<file path="config.mk">
export PLATFORM = sky130hd
export DESIGN_NAME = sampling_cycle_sequencer
export DESIGN_NICKNAME = d
export VERILOG_FILES = /design/src/scs_pkg.sv /design/src/sampling_cycle_sequencer.sv
export SDC_FILE = /design/constraint.sdc
export NUM_CORES = 1
export LEC_CHECK = 0
export ABC_AREA = 1
export BUFFER_PORTS_ARGS = -buffer_cell sky130_fd_sc_hd__buf_2
export CAP_MARGIN = 15
export CORE_MARGIN = 2
export CORE_UTILIZATION = 55
export CTS_CLUSTER_SIZE = 16
export DETAILED_ROUTE_END_ITERATION = 12
export GPL_TIMING_DRIVEN = 0
export PLACE_DENSITY = 0.76
export SYNTH_ARGS = -nofsm -noshare
export SYNTH_HDL_FRONTEND = slang
export SYNTH_SLANG_ARGS = --single-unit
</file>
<file path="constraint.sdc">
create_clock -name clk_i -period 5.3 [get_ports clk_i]
set_input_delay 0.265 -clock clk_i [delete_from_list [all_inputs] [get_ports clk_i]]
set_output_delay 0.265 -clock clk_i [all_outputs]
set_load 0.01 [all_outputs]
</file>
<file path="src/scs_pkg.sv">
// Package for the sampling cycle sequencer: word types for the item and
// result channels, operation, stage, outcome and register index codes.
// No dependencies.
`default_nettype none

package scs_pkg;

  // Operation codes carried by an item word
  localparam logic [1:0] OpPoll  = 2'd0;
  localparam logic [1:0] OpStart = 2'd1;
  localparam logic [1:0] OpAbort = 2'd2;

  // Stage codes
  localparam logic [3:0] StIdle     = 4'd0;
  localparam logic [3:0] StPreblow  = 4'd1;
  localparam logic [3:0] StGapA     = 4'd2;
  localparam logic [3:0] StLift     = 4'd3;
  localparam logic [3:0] StHold     = 4'd4;
  localparam logic [3:0] StMeter    = 4'd5;
  localparam logic [3:0] StGapB     = 4'd6;
  localparam logic [3:0] StPostblow = 4'd7;
  localparam logic [3:0] StDone     = 4'd8;
  localparam logic [3:0] StAborted  = 4'd9;

  // Outcome codes
  localparam logic [1:0] OutNone      = 2'd0;
  localparam logic [1:0] OutCompleted = 2'd1;
  localparam logic [1:0] OutAborted   = 2'd2;

  // Configuration register indexes
  localparam int unsigned CfgIdxW = 3;
  localparam logic [CfgIdxW-1:0] RegBlowback = 3'd0;
  localparam logic [CfgIdxW-1:0] RegLift     = 3'd1;
  localparam logic [CfgIdxW-1:0] RegHold     = 3'd2;
  localparam logic [CfgIdxW-1:0] RegRpm      = 3'd3;
  localparam logic [CfgIdxW-1:0] RegGap      = 3'd4;

  // Configuration reset values
  localparam logic [15:0] BlowbackReset = 16'd10;
  localparam logic [15:0] LiftReset     = 16'd30;
  localparam logic [15:0] HoldReset     = 16'd10;
  localparam logic [15:0] RpmReset      = 16'd100;
  localparam logic [15:0] GapReset      = 16'd500;

  typedef struct packed {
    logic [1:0]  operation;
    logic        bucket;
    logic        manual;
    logic [31:0] now_seconds;
    logic [31:0] now_millis;
  } scs_in_t;

  typedef struct packed {
    logic        accepted;
    logic [3:0]  stage;
    logic        active;
    logic [1:0]  outcome;
    logic        inlet_valve;
    logic        lift_pump;
    logic        motor_on;
    logic        motor_reverse;
    logic [15:0] motor_speed;
    logic        bucket_in_use;
    logic        record_pulse;
    logic        record_automatic;
  } scs_out_t;

endpackage

`default_nettype wire

</file>
<file path="src/sampling_cycle_sequencer.sv">
// Sampling cycle sequencer, top level and only module.
// Channels: item words in (in_*), result words out (out_*), register writes (cfg_*).
// Each item word carries an operation (poll, start, abort, or no-op) and the
// free-running second and millisecond counters. Every item yields exactly one
// result word with the drive levels, stage and outcome after that item.
// The result word is registered: it is valid the cycle after the item is accepted.
// Throughput: one item per cycle while results are taken; the stage update
// and the one elapsed-time subtract and compare per counter fit between the
// state registers and the result register.
// A poll advances at most one stage. Registers 0..3 are latched on start;
// the gap length is read live on every poll.
// Stall: the result register holds its word while out_ready_i is low, and
// in_ready_o drops only while that word is still waiting and not being taken.
// Reset: stage idle, outcome none, registers at their defaults, no result
// pending. cfg_ready_o is always high; writes to unknown indexes are dropped.
// Depends on scs_pkg.
`default_nettype none

module sampling_cycle_sequencer (
  input  wire logic                       clk_i,
  input  wire logic                       rst_ni,

  input  wire logic                       in_valid_i,
  output      logic                       in_ready_o,
  input  wire scs_pkg::scs_in_t           in_data_i,

  output      logic                       out_valid_o,
  input  wire logic                       out_ready_i,
  output      scs_pkg::scs_out_t          out_data_o,

  input  wire logic                       cfg_valid_i,
  output      logic                       cfg_ready_o,
  input  wire logic [scs_pkg::CfgIdxW-1:0] cfg_index_i,
  input  wire logic [15:0]                cfg_data_i
);

  // Configuration registers
  logic [15:0] blowback_q, lift_q, hold_q, rpm_q, gap_q;

  // Sequencer state
  logic [3:0]  stage_q, stage_d;
  logic        bucket_q, bucket_d;
  logic        manual_q, manual_d;
  logic [31:0] start_sec_q, start_sec_d;
  logic [31:0] gap_ms_q, gap_ms_d;
  logic [1:0]  outcome_q, outcome_d;
  logic [15:0] run_blow_q, run_blow_d;
  logic [15:0] run_lift_q, run_lift_d;
  logic [15:0] run_hold_q, run_hold_d;
  logic [15:0] run_rpm_q, run_rpm_d;

  // Result register
  logic              out_valid_q;
  scs_pkg::scs_out_t out_q, out_d;

  logic        in_fire;
  logic        running;
  logic        running_d;
  logic        accepted;
  logic        pulse;
  logic        motor;
  logic [15:0] sec_dur;
  logic [31:0] elapsed_sec;
  logic [31:0] elapsed_ms;
  logic        sec_done;
  logic        gap_done;

  assign cfg_ready_o = 1'b1;
  assign in_ready_o  = !out_valid_q || out_ready_i;
  assign in_fire     = in_valid_i && in_ready_o;
  assign out_valid_o = out_valid_q;
  assign out_data_o  = out_q;

  assign running = (stage_q >= scs_pkg::StPreblow) && (stage_q <= scs_pkg::StPostblow);

  // Pick the second-based duration of the current stage
  always_comb begin
    unique case (stage_q)
      scs_pkg::StLift: sec_dur = run_lift_q;
      scs_pkg::StHold: sec_dur = run_hold_q;
      default:         sec_dur = run_blow_q;
    endcase
  end

  assign elapsed_sec = in_data_i.now_seconds - start_sec_q;
  assign elapsed_ms  = in_data_i.now_millis - gap_ms_q;
  assign sec_done    = elapsed_sec >= {16'd0, sec_dur};
  assign gap_done    = elapsed_ms >= {16'd0, gap_q};

  always_comb begin
    stage_d     = stage_q;
    bucket_d    = bucket_q;
    manual_d    = manual_q;
    start_sec_d = start_sec_q;
    gap_ms_d    = gap_ms_q;
    outcome_d   = outcome_q;
    run_blow_d  = run_blow_q;
    run_lift_d  = run_lift_q;
    run_hold_d  = run_hold_q;
    run_rpm_d   = run_rpm_q;
    accepted    = 1'b0;
    pulse       = 1'b0;

    unique case (in_data_i.operation)
      scs_pkg::OpStart: begin
        if (!running) begin
          bucket_d    = in_data_i.bucket;
          manual_d    = in_data_i.manual;
          run_blow_d  = blowback_q;
          run_lift_d  = lift_q;
          run_hold_d  = hold_q;
          run_rpm_d   = rpm_q;
          outcome_d   = scs_pkg::OutNone;
          stage_d     = scs_pkg::StPreblow;
          start_sec_d = in_data_i.now_seconds;
          accepted    = 1'b1;
        end
      end
      scs_pkg::OpAbort: begin
        if (running) begin
          outcome_d = scs_pkg::OutAborted;
          stage_d   = scs_pkg::StAborted;
        end
      end
      scs_pkg::OpPoll: begin
        unique case (stage_q)
          scs_pkg::StPreblow, scs_pkg::StMeter: begin
            // motor stage ends, start the millisecond gap
            if (sec_done) begin
              stage_d  = stage_q + 4'd1;
              gap_ms_d = in_data_i.now_millis;
            end
          end
          scs_pkg::StGapA, scs_pkg::StGapB: begin
            if (gap_done) begin
              stage_d     = stage_q + 4'd1;
              start_sec_d = in_data_i.now_seconds;
            end
          end
          scs_pkg::StLift, scs_pkg::StHold: begin
            if (sec_done) begin
              stage_d     = stage_q + 4'd1;
              start_sec_d = in_data_i.now_seconds;
            end
          end
          scs_pkg::StPostblow: begin
            if (sec_done) begin
              stage_d   = scs_pkg::StDone;
              outcome_d = scs_pkg::OutCompleted;
              pulse     = 1'b1;
            end
          end
          default: ;
        endcase
      end
      default: ;
    endcase
  end

  // Result word from the state after the item
  assign running_d = (stage_d >= scs_pkg::StPreblow) && (stage_d <= scs_pkg::StPostblow);
  assign motor     = (stage_d == scs_pkg::StPreblow) || (stage_d == scs_pkg::StMeter) ||
                     (stage_d == scs_pkg::StPostblow);

  always_comb begin
    out_d.accepted         = accepted;
    out_d.stage            = stage_d;
    out_d.active           = running_d;
    out_d.outcome          = outcome_d;
    out_d.inlet_valve      = running_d;
    out_d.lift_pump        = (stage_d == scs_pkg::StLift);
    out_d.motor_on         = motor;
    out_d.motor_reverse    = (stage_d == scs_pkg::StPreblow) || (stage_d == scs_pkg::StPostblow);
    out_d.motor_speed      = motor ? run_rpm_d : 16'd0;
    out_d.bucket_in_use    = bucket_d;
    out_d.record_pulse     = pulse;
    out_d.record_automatic = pulse && !manual_d;
  end

  // Configuration registers
  always_ff @(posedge clk_i or negedge rst_ni) begin
    if (!rst_ni) begin
      blowback_q <= scs_pkg::BlowbackReset;
      lift_q     <= scs_pkg::LiftReset;
      hold_q     <= scs_pkg::HoldReset;
      rpm_q      <= scs_pkg::RpmReset;
      gap_q      <= scs_pkg::GapReset;
    end else if (cfg_valid_i) begin
      unique case (cfg_index_i)
        scs_pkg::RegBlowback: blowback_q <= cfg_data_i;
        scs_pkg::RegLift:     lift_q     <= cfg_data_i;
        scs_pkg::RegHold:     hold_q     <= cfg_data_i;
        scs_pkg::RegRpm:      rpm_q      <= cfg_data_i;
        scs_pkg::RegGap:      gap_q      <= cfg_data_i;
        default: ;
      endcase
    end
  end

  // Sequencer state, advance on every accepted word
  always_ff @(posedge clk_i or negedge rst_ni) begin
    if (!rst_ni) begin
      stage_q     <= scs_pkg::StIdle;
      bucket_q    <= 1'b0;
      manual_q    <= 1'b0;
      start_sec_q <= 32'd0;
      gap_ms_q    <= 32'd0;
      outcome_q   <= scs_pkg::OutNone;
      run_blow_q  <= 16'd0;
      run_lift_q  <= 16'd0;
      run_hold_q  <= 16'd0;
      run_rpm_q   <= 16'd0;
    end else if (in_fire) begin
      stage_q     <= stage_d;
      bucket_q    <= bucket_d;
      manual_q    <= manual_d;
      start_sec_q <= start_sec_d;
      gap_ms_q    <= gap_ms_d;
      outcome_q   <= outcome_d;
      run_blow_q  <= run_blow_d;
      run_lift_q  <= run_lift_d;
      run_hold_q  <= run_hold_d;
      run_rpm_q   <= run_rpm_d;
    end
  end

  // Result valid: set on accept, drop once taken
  always_ff @(posedge clk_i or negedge rst_ni) begin
    if (!rst_ni) begin
      out_valid_q <= 1'b0;
    end else if (in_fire) begin
      out_valid_q <= 1'b1;
    end else if (out_ready_i) begin
      out_valid_q <= 1'b0;
    end
  end

  always_ff @(posedge clk_i) begin
    if (in_fire) begin
      out_q <= out_d;
    end
  end

endmodule

`default_nettype wire

</file>
# Word-level counts from Yosys, hierarchy flattened

Cells that the tools add are included.

Flip-flop bits (word level): 247
Latch bits: 0
Memory bits (writable): 0
ROM bits: 0
Bits of input ports: 92
Output and inout bits: 34
Logic and storage cells: 114
Memories kept: 0

Add/subtract/negate cells: 3
$mul: 0
Div/mod/pow operators: 0
$lt $le $gt $ge: 6
Eq/ne operators: 21
Shift-type cells: 0
Multiplexer cells: 30
Bitwise gates (word level): 1
Reduce and logical (&&, ||, !) cells: 26

Operators by type and width:

| operator            | count |
|---|---|
| $pmux 32 s2         | 2 |
| $mux 32             | 3 |
| $ge 32x16->1        | 2 |
| $sub 32x32->32      | 2 |
| $mux 16             | 2 |
| $pmux 16 s2         | 1 |
| $eq 4x3->1 const B  | 6 |
| $pmux 4 s3          | 2 |
| $mux 4              | 5 |
| $eq 4x2->1 const B  | 3 |
| $mux 1              | 10 |
| $reduce_and 2->1    | 5 |
| $eq 4x1->1 const B  | 2 |
| $ge 4x1->1 const B  | 2 |
| $le 4x3->1 const B  | 2 |
| $mux 2              | 4 |
| $eq 3x2->1 const B  | 2 |
| $ne 3x3->1 const B  | 2 |
| $pmux 2 s3          | 1 |
| $reduce_and 6->1    | 1 |
| $reduce_or 2->1     | 3 |
| $add 4x1->4 const B | 1 |
| $logic_and 1x1->1   | 4 |
| $logic_or 1x1->1    | 4 |
| other kinds (14)    | 16 |

# Longest topological paths before layout

Gate-level depths: netlist of the first run.

Depth in word-level cells: 9
Mapped depth: 37
Gate-level depth less buffers: 36

# Worst setup path before layout of the first run

OpenSTA, ideal clock, no wires.

Path type: register -> register
From: register stage_q[0]
To: register out_q (netlist bit out_data_o[11]) (data pin)
Setup time: 0.135 ns
Arrival: 3.794 ns
Data required time: 5.165 ns
Slack: 1.370 ns
Cell stages (with the launch flop): 35
Buffers on the path: 2
Period minus slack after synthesis: 3.930 ns
Path through: dfrtp_1 inv_1 ha_1 nand2_1 inv_1 clkbuf_1 a22o_1 a21oi_1 ha_1 nand2_1 nand2_1 nand2_1 nand2_1 nand2_1 nand2_1 nand2_1 nand2_1 nand2_1 nand2_1 nand2_1 nand2_1 nand2_1 nand3_1 nor4_1 ha_1 o21ai_0 nor2_1 nand3_1 nand2_1 nand2_1 nand2_1 nor2_4 nand2_4 buf_12 nor2_2

Word-level cells in the longest chain between the ends: 9
Elaborated cells on any way between the ends: 29
Classes of those cells: 1 x add/sub; 3 x order compare; 10 x eq/ne; 10 x mux; 5 x reduce/logical

RTL lines:

| item                                            | line                                                                                              | source |
|---|---|---|
| start: declaration                              | sampling_cycle_sequencer.sv:41                                                                    | `logic [3:0] stage_q, stage_d;` |
| start signal: assignment                        | sampling_cycle_sequencer.sv:203                                                                   | `stage_q <= scs_pkg::StIdle;` |
| start signal: assignment                        | sampling_cycle_sequencer.sv:214                                                                   | `stage_q <= stage_d;` |
| $eq 4x3->1 / $eq 4x2->1 (equally long branches) | sampling_cycle_sequencer.sv:78, sampling_cycle_sequencer.sv:126                                   |  |
| $pmux 16 s2                                     | sampling_cycle_sequencer.sv:78                                                                    | `unique case (stage_q)` |
| $ge 32x16->1                                    | sampling_cycle_sequencer.sv:87                                                                    | `assign sec_done = elapsed_sec >= {16'd0, sec_dur};` |
| $mux 4 (on tied branches)                       | sampling_cycle_sequencer.sv:147, sampling_cycle_sequencer.sv:129, sampling_cycle_sequencer.sv:141 |  |
| $pmux 4 s3                                      | sampling_cycle_sequencer.sv:126                                                                   | `unique case (stage_q)` |
| $pmux 4 s3                                      | sampling_cycle_sequencer.sv:104                                                                   | `unique case (in_data_i.operation)` |
| $eq 4x1->1 / $eq 4x3->1 (equally long branches) | sampling_cycle_sequencer.sv:162                                                                   | `assign motor = (stage_d == scs_pkg::StPreblow) \|\| (stage_d == scs_pkg::StMeter) \|\|` |
| $logic_or 1x1->1 (2 in series)                  | sampling_cycle_sequencer.sv:162                                                                   |  |
| end signal: assignment                          | sampling_cycle_sequencer.sv:240                                                                   | `out_q <= out_d;` |
| end: declaration                                | sampling_cycle_sequencer.sv:54                                                                    | `scs_pkg::scs_out_t out_q, out_d;` |

Several ways; a longest one is shown, not always the timed one.
A chain may end at the register's enable or synchronous reset.

# Worst setup path in the final report of the first run

From: register start_sec_q[0]
To: register out_q (netlist bit out_data_o[18]) (data pin)

Word-level cells in the longest chain between the ends: 8
Elaborated cells on any way between the ends: 11
Classes of those cells: 1 x add/sub; 1 x order compare; 3 x eq/ne; 4 x mux; 2 x reduce/logical

RTL lines:

| item                                            | line                                                                                              | source |
|---|---|---|
| start: declaration                              | sampling_cycle_sequencer.sv:44                                                                    | `logic [31:0] start_sec_q, start_sec_d;` |
| start signal: assignment                        | sampling_cycle_sequencer.sv:217                                                                   | `start_sec_q <= start_sec_d;` |
| $sub 32x32->32 *                                | sampling_cycle_sequencer.sv:85                                                                    | `assign elapsed_sec = in_data_i.now_seconds - start_sec_q;` |
| $ge 32x16->1 *                                  | sampling_cycle_sequencer.sv:87                                                                    |  |
| $mux 4 (on tied branches)                       | sampling_cycle_sequencer.sv:147, sampling_cycle_sequencer.sv:129, sampling_cycle_sequencer.sv:141 |  |
| $pmux 4 s3 *                                    | sampling_cycle_sequencer.sv:126                                                                   |  |
| $pmux 4 s3 *                                    | sampling_cycle_sequencer.sv:104                                                                   |  |
| $eq 4x1->1 / $eq 4x3->1 (equally long branches) | sampling_cycle_sequencer.sv:162                                                                   |  |
| $logic_or 1x1->1                                | sampling_cycle_sequencer.sv:162                                                                   |  |
| $logic_or 1x1->1 *                              | sampling_cycle_sequencer.sv:162                                                                   |  |

Mark *: on every way between the ends. The rest lies on a longest branch, timed or not.

==> results of run 1 <==
## area by class of cell
type                       instances  share of cell area, %
clock inverter                    10                 0.8971
tap                              384                  2.590
inverter                         395                  8.026
buffer                            47                  1.167
sequential                       247                  34.25
multi-input combinational       1491                  42.50
clock buffer                      38                  4.081
timing repair buffer             180                  6.489
## cells in the mapped netlist (all sizes together) (3+ instances only)
cell type and count:
nand2 683, nor2 205, o21bai 4, and2 5, mux2 50, inv 393, clkbuf 36, dfrtp 200
xor2 29, a21oi 128, buf 12, o21ai 134, nand3 78, xnor2 5, a211oi 3, and3 3
edfxtp 30, a22o 15, nand4 13, dfstp 17, ha 99, nor3 14, nand3b 9
## worst paths after layout
kind                                start              to  slack, ps  depth (start not counted)
hold / removal               in_data_i[0]     gap_ms_q[0]         10                          3
min in group asynchronous          rst_ni  start_sec_q[8]        400                          2
max in group asynchronous          rst_ni        gap_q[5]       3880                          3
setup / recovery           start_sec_q[0]  out_data_o[18]        500                         30
hold reg to reg              run_rpm_q[8]    run_rpm_q[8]        480                          2
setup reg to reg           start_sec_q[0]  out_data_o[18]        500                         30
## logic make-up after synthesis
| group | count (synthesis) | synth area share [%] |
|---|---|---|
| and+or+nand+nor | 1015 | 26.17 |
| buffers and inverters | 443 | 10.66 |
| AOI/OAI and AO/OA | 290 | 9.781 |
| DFF | 247 | 39.92 |
| adders and majority gates | 101 | 8.036 |
| muxes | 50 | 3.538 |
| xor gates and xnor gates | 34 | 1.871 |
| other | 1 | 0.02357 |
## critical path, delay by kind of cell, from the launching register on
kind / cells / cell delay, ps
buffers and inverters: 3 / 300
DFF: 1 / 380
adders and majority gates: 4 / 1180
xor gates and xnor gates: 1 / 250
AOI/OAI and AO/OA: 1 / 190
and+or+nand+nor: 21 / 2340
## routing by layer
metal  up-vias  track usage, %  wire [µm]
met5         -               0          0
met4         0           8.648       1415
met3        77           3.193       2213
met2       371           46.81      19440
met1      6765           37.92      19250
li1       7211               -          -
## power by group
group | total (mW) | leakage, nW | switching (mW) | internal, mW
Combinational | 4.83 | 6.86 | 3.04 | 1.79
Sequential | 2.85 | 2.89 | 0.287 | 2.56
Clock | 1.95 | 0.445 | 0.764 | 1.19
## through the flow
| step | cells | TNS (ps) | setup WS, ps | power, mW | utilization [%] |
|---|---|---|---|---|---|
| 2_1_floorplan | 2181 | 0 | 1370 | 6.330 | - |
| 3_3_place_gp | 2688 | -885.0 | -132.5 | 7.392 | 59.42 |
| 3_5_place_dp | 2689 | -968.9 | -148.7 | 7.564 | 59.56 |
| 4_1_cts | 2788 | 0 | 21.52 | 9.606 | 64.61 |
| 5_1_grt | 2792 | 0 | 17.98 | 10.47 | 64.80 |
| 6_report | 2792 | 0 | 495.3 | 9.626 | 64.80 |
## repair_timing
| item | 4_1_cts | 5_1_grt |
|---|---|---|
| resized for setup | 2 | 14 |
| pin swaps | 0 | 0 |
| hold endpoints to repair | 158 | 0 |
| endpoints found under the setup margin | 10 | 20 |
| buffers inserted | 0 | 4 |
| hold buffers | 52 | 0 |
==> impl_metrics.tcl, run 1 <==
set metrics [dict create \
    diodes 0 \
    synth_edf_count 30 \
    critPathKind "flip-flop to flip-flop" \
    worstPathMaxFanout 10 \
    worst_pin_slew_ps 903.2 \
    antenna_left 0 \
    synth_warnings 0 \
    async_flop_share_pct 87.85 \
    cts_max_level 1 \
    post_drt_wl_per_cell_um 15.16 \
    initial_core_util_pct 55.59 \
    vdd_drop_max_mv 0.4516 \
    power_density_nw_per_um2 518.9 \
    ys_top_cells_by_area "dfrtp_1 (31%), nand2_1 (16%), inv_1 (9.2%)" \
    grt_max_degree 116 \
    cp_common_cell "nand2_1" \
    grtUsageTotal_pct 27.85 \
    hpwl_mm 31.96 \
    drt_wl_total_mm 42.32 \
    port-buffer-count 123 \
    syn_inst 2181 \
    period_minus_slack_ps 4805 \
    setup_viol 0 \
    die_x_um 174.1 \
    first_pass_iters 5 \
    layout-drive-gt1-share_pct 12.71 \
    drv_cap 0 \
    seqCellArea_um2 6354 \
    drv_slew 0 \
    cts_buffers 26 \
    fmax_mhz 208.1 \
    status "complete, no violations" \
    core-area_um2 28630 \
    worstPathRequired_ps 5690 \
    ys_ff_latch 247 \
    via_count 14420 \
    cp_slowest_cell "fa_1" \
    layout_commonest_cell "nand2_1" \
    multi_input_area_um2 7884 \
    num_rows 62 \
    die_h_um 174.1 \
    vias_per_cell 5.166 \
    netlist.area_leader.share_pct 31.45 \
    fin_nets 2581 \
    period_share_pct 90.65 \
    slew_headroom_pct 39.78 \
    synth_top_area_cell "dfrtp_1" \
    hold_path.class "input pin to flip-flop" \
    seq_area_frac_synth_pct 39.92 \
    grt_pass1_wl_mm 68.46 \
    stdcell_area_um2 18550 \
    drt_iter0_drc 980 \
    rsz0062_at_grt "no" \
    slowest_delay_ps 420 \
    cts_sinks 247 \
    antenna_found_initial 0 \
    cp.arrival_ps 5200 \
    synth.distinct_cells 49 \
    synth_nets 2374 \
    p_leak_nw 10.19 \
    ys.flop_type "dfrtp_1" \
    dpl_cell_area_um2 17050 \
    die-area_um2 30310 \
    worstSetupEndpointType "flip-flop" \
    hold_violations 0 \
    final_cell_mix "nand2_1 (666), inv_1 (387), dfrtp_1 (199), nor2_1 (187), o21ai_0 (134)" \
    worst_clock_skew_ps 9.520 \
    whs_ps 11.83 \
    postSynthAreaPerCell_um2 7.296 \
    clock_latency_ps 550 \
    clockBufferDepth 3 \
    drc 0 \
    syn_to_final_growth_pct 16.57 \
    cts.clk_slew.worst_paths_ps 60 \
    gp_congestion 0.9478 \
    ioPinCount 126 \
    synth_area_um2 15910 \
    cts_tree "built" \
    startpoint_type "flip-flop" \
    num-fill-cells 2500 \
    overflow 0 \
    grt_pass1_vias 13900 \
    cts-root-buf "clkbuf_16" \
]
Power figures use the tool's default switching activity.
==> run 2, diff against run 1 <==
CELL_PAD_IN_SITES_DETAIL_PLACEMENT = 0   (was not set)
CELL_PAD_IN_SITES_GLOBAL_PLACEMENT = 2   (was not set)
CORE_UTILIZATION = 35   (was 55)
HOLD_SLACK_MARGIN = 0.02   (was not set)
PLACE_DENSITY = 0.82   (was 0.76)
SETUP_SLACK_MARGIN = 0.5   (was not set)
==> run 2 against run 1 <==
  * Final cell count increased by 8.7%
  * Register-to-register slack improved by 290 ps
  * Setup slack better by 290 ps
  * Power is 2.3% higher
  * Critical path depth shrank 4
  * Die area rose by 56%
  * Clock power rose by 5%
  * Sequential share of layout area down 1.1 points
  * Worst hold slack better by 67 ps
==> impl_metrics.tcl, run 2 (same netlist as run 1, synthesis figures left out) <==
set metrics [dict create \
    worstRegToRegCells 26 \
    hpwl_mm 36.31 \
    p_total_mw 9.852 \
    clockBufferDepth 3 \
    grt_max_degree 123 \
    seqCellArea_um2 6354 \
    setup_viol 0 \
    startpoint_type "flip-flop" \
    antenna_left 0 \
    hold_path.class "input pin to flip-flop" \
    layout-drive-gt1-share_pct 13.51 \
    period_minus_slack_ps 4516 \
    final_cell_mix "nand2_1 (659), inv_1 (386), dfrtp_1 (199), nor2_1 (186), o21ai_0 (133)" \
    status "complete, no violations" \
    port-buffer-count 123 \
    num-fill-cells 4799 \
    worst_r2r_endpoint "out_data_o[17]" \
    slew_headroom_pct 46.23 \
    grt_pass1_wl_mm 74.34 \
    clock_latency_ps 600 \
    syn_to_final_growth_pct 20.59 \
    whs_path_depth 3 \
    whs_ps 79.30 \
    grt_pass1_vias 13830 \
    slowest_delay_ps 470 \
    rrSetupSlack_ps 780 \
    core-area_um2 45090 \
    die_h_um 217.2 \
    initial_core_util_pct 35.29 \
    die-area_um2 47190 \
    fmax_mhz 221.5 \
    cts.clk_slew.worst_paths_ps 60 \
    num_rows 78 \
    critPathBufInv 4 \
    overflow 0 \
    vdd_drop_max_mv 0.3393 \
    drv_cap 0 \
    ioPinCount 126 \
    period_share_pct 85.20 \
    drt_wl_total_mm 46.58 \
    via_count 14100 \
    layout_commonest_cell "nand2_1" \
    cts-root-buf "clkbuf_16" \
    drt_iter0_drc 650 \
    drv_slew 0 \
    cts_tree "built" \
    p_leak_nw 10.32 \
    first_pass_iters 5 \
    drc 0 \
    cts_sinks 247 \
    diodes 0 \
    crit_family "simple AND/OR/NAND/NOR gates" \
    cp_slowest_cell "dfrtp_2" \
    post_drt_wl_per_cell_um 15.35 \
    antenna_found_initial 0 \
    worst_pin_slew_ps 806.5 \
    r2r-start "stage_q[0]" \
    grtUsageTotal_pct 19.88 \
    worstPathRequired_ps 5750 \
    fin_nets 2604 \
    worst_clock_skew_ps 11.07 \
    critPathKind "flip-flop to flip-flop" \
    vias_per_cell 4.644 \
    rsz0062_at_grt "no" \
    gp_congestion 0.8649 \
    cts_buffers 30 \
    cp.arrival_ps 4970 \
    worstPathMaxFanout 10 \
    worstSetupEndpointType "flip-flop" \
    hold_violations 0 \
    worstHoldStart "cfg_data_i[0]" \
    die_x_um 217.2 \
    power_density_nw_per_um2 513.4 \
    cts_max_level 1 \
    multi_input_area_um2 7981 \
    hold_end "blowback_q[0]" \
]
run 2: changes by cell type in the layout (fill, tap and decap cells not counted), moves of 3 or more:
cell | before | now
nand2_2 | 16 | 19
nor2_4 | 3 | 6
nand2_1 | 666 | 659
clkinv_4 | 0 | 3
dlygate4sd3_1 | 52 | 68
nand2_4 | 1 | 5
clkbuf_16 | 27 | 30
run 2: layout make-up:
| class | instances | share of cell area [%] |
|---|---|---|
| flip-flops and latches | 247 | 33.11 |
| inverters | 395 | 7.766 |
| well taps | 600 | 3.912 |
| repair buffers | 198 | 7.316 |
| multi-input cells | 1491 | 41.59 |
| plain buffers | 48 | 1.180 |
| clock buffers | 41 | 4.232 |
| clock inverters | 15 | 0.8933 |
run 2: how the worst max path moves through the flow:
stage	startpoint	to	slack, ps	cells past startpoint
5_1_grt	start_sec_q[0]	out_data_o[17]	500	30
3_5_place_dp	stage_q[0]	out_data_o[15]	-410	34
4_1_cts	start_sec_q[0]	out_data_o[15]	480	30
3_3_place_gp	stage_q[0]	out_data_o[15]	-340	34
6_report	stage_q[0]	out_data_o[17]	780	26
2_1_floorplan	stage_q[0]	out_data_o[11]	1370	34
run 2: tightest hold or removal path: cells and delay by family:
family,cells,cell delay (ps)
buffers and inverters,2,180
AO/OA/AOI/OAI,1,180
run 2: repair_timing:
action,4_1_cts,5_1_grt
endpoints found under the hold margin,156,0
hold buffers,68,0
setup buffers,2,3
gates resized for setup,29,12
pin swaps,1,6
endpoints found under the setup margin,86,18
run 2: report_power, final:
part | leakage, nW | internal [mW] | switching, mW | total (mW)
Clock | 0.459 | 1.18 | 0.872 | 2.05
Combinational | 6.97 | 1.85 | 3.10 | 4.94
Sequential | 2.89 | 2.56 | 0.293 | 2.86
run 2: stage by stage:
stage          instances  setup WS (ps)  setup TNS (ps)  cell area (µm²)  util, %
2_1_floorplan       2181           1370               0            15910        -
3_3_place_gp        2904         -342.9           -3159            17280    38.32
3_5_place_dp        2906         -412.0           -4640            17340    38.45
4_1_cts             3032          480.0               0            19110    42.39
5_1_grt             3035          500.3               0            19190    42.56
6_report            3035          784.3               0            19190    42.56
run 2: routing by layer:
layer  vias up  routed length [µm]  track usage [%]  part of all wire [%]
met1      6535               22860            28.29                    49
met5         -                   0                0                     0
met4         0                1066            4.795                   2.3
li1       7277                   -                -                     -
met3        55                1875            2.725                   4.0
met2       229               20770            31.92                    45
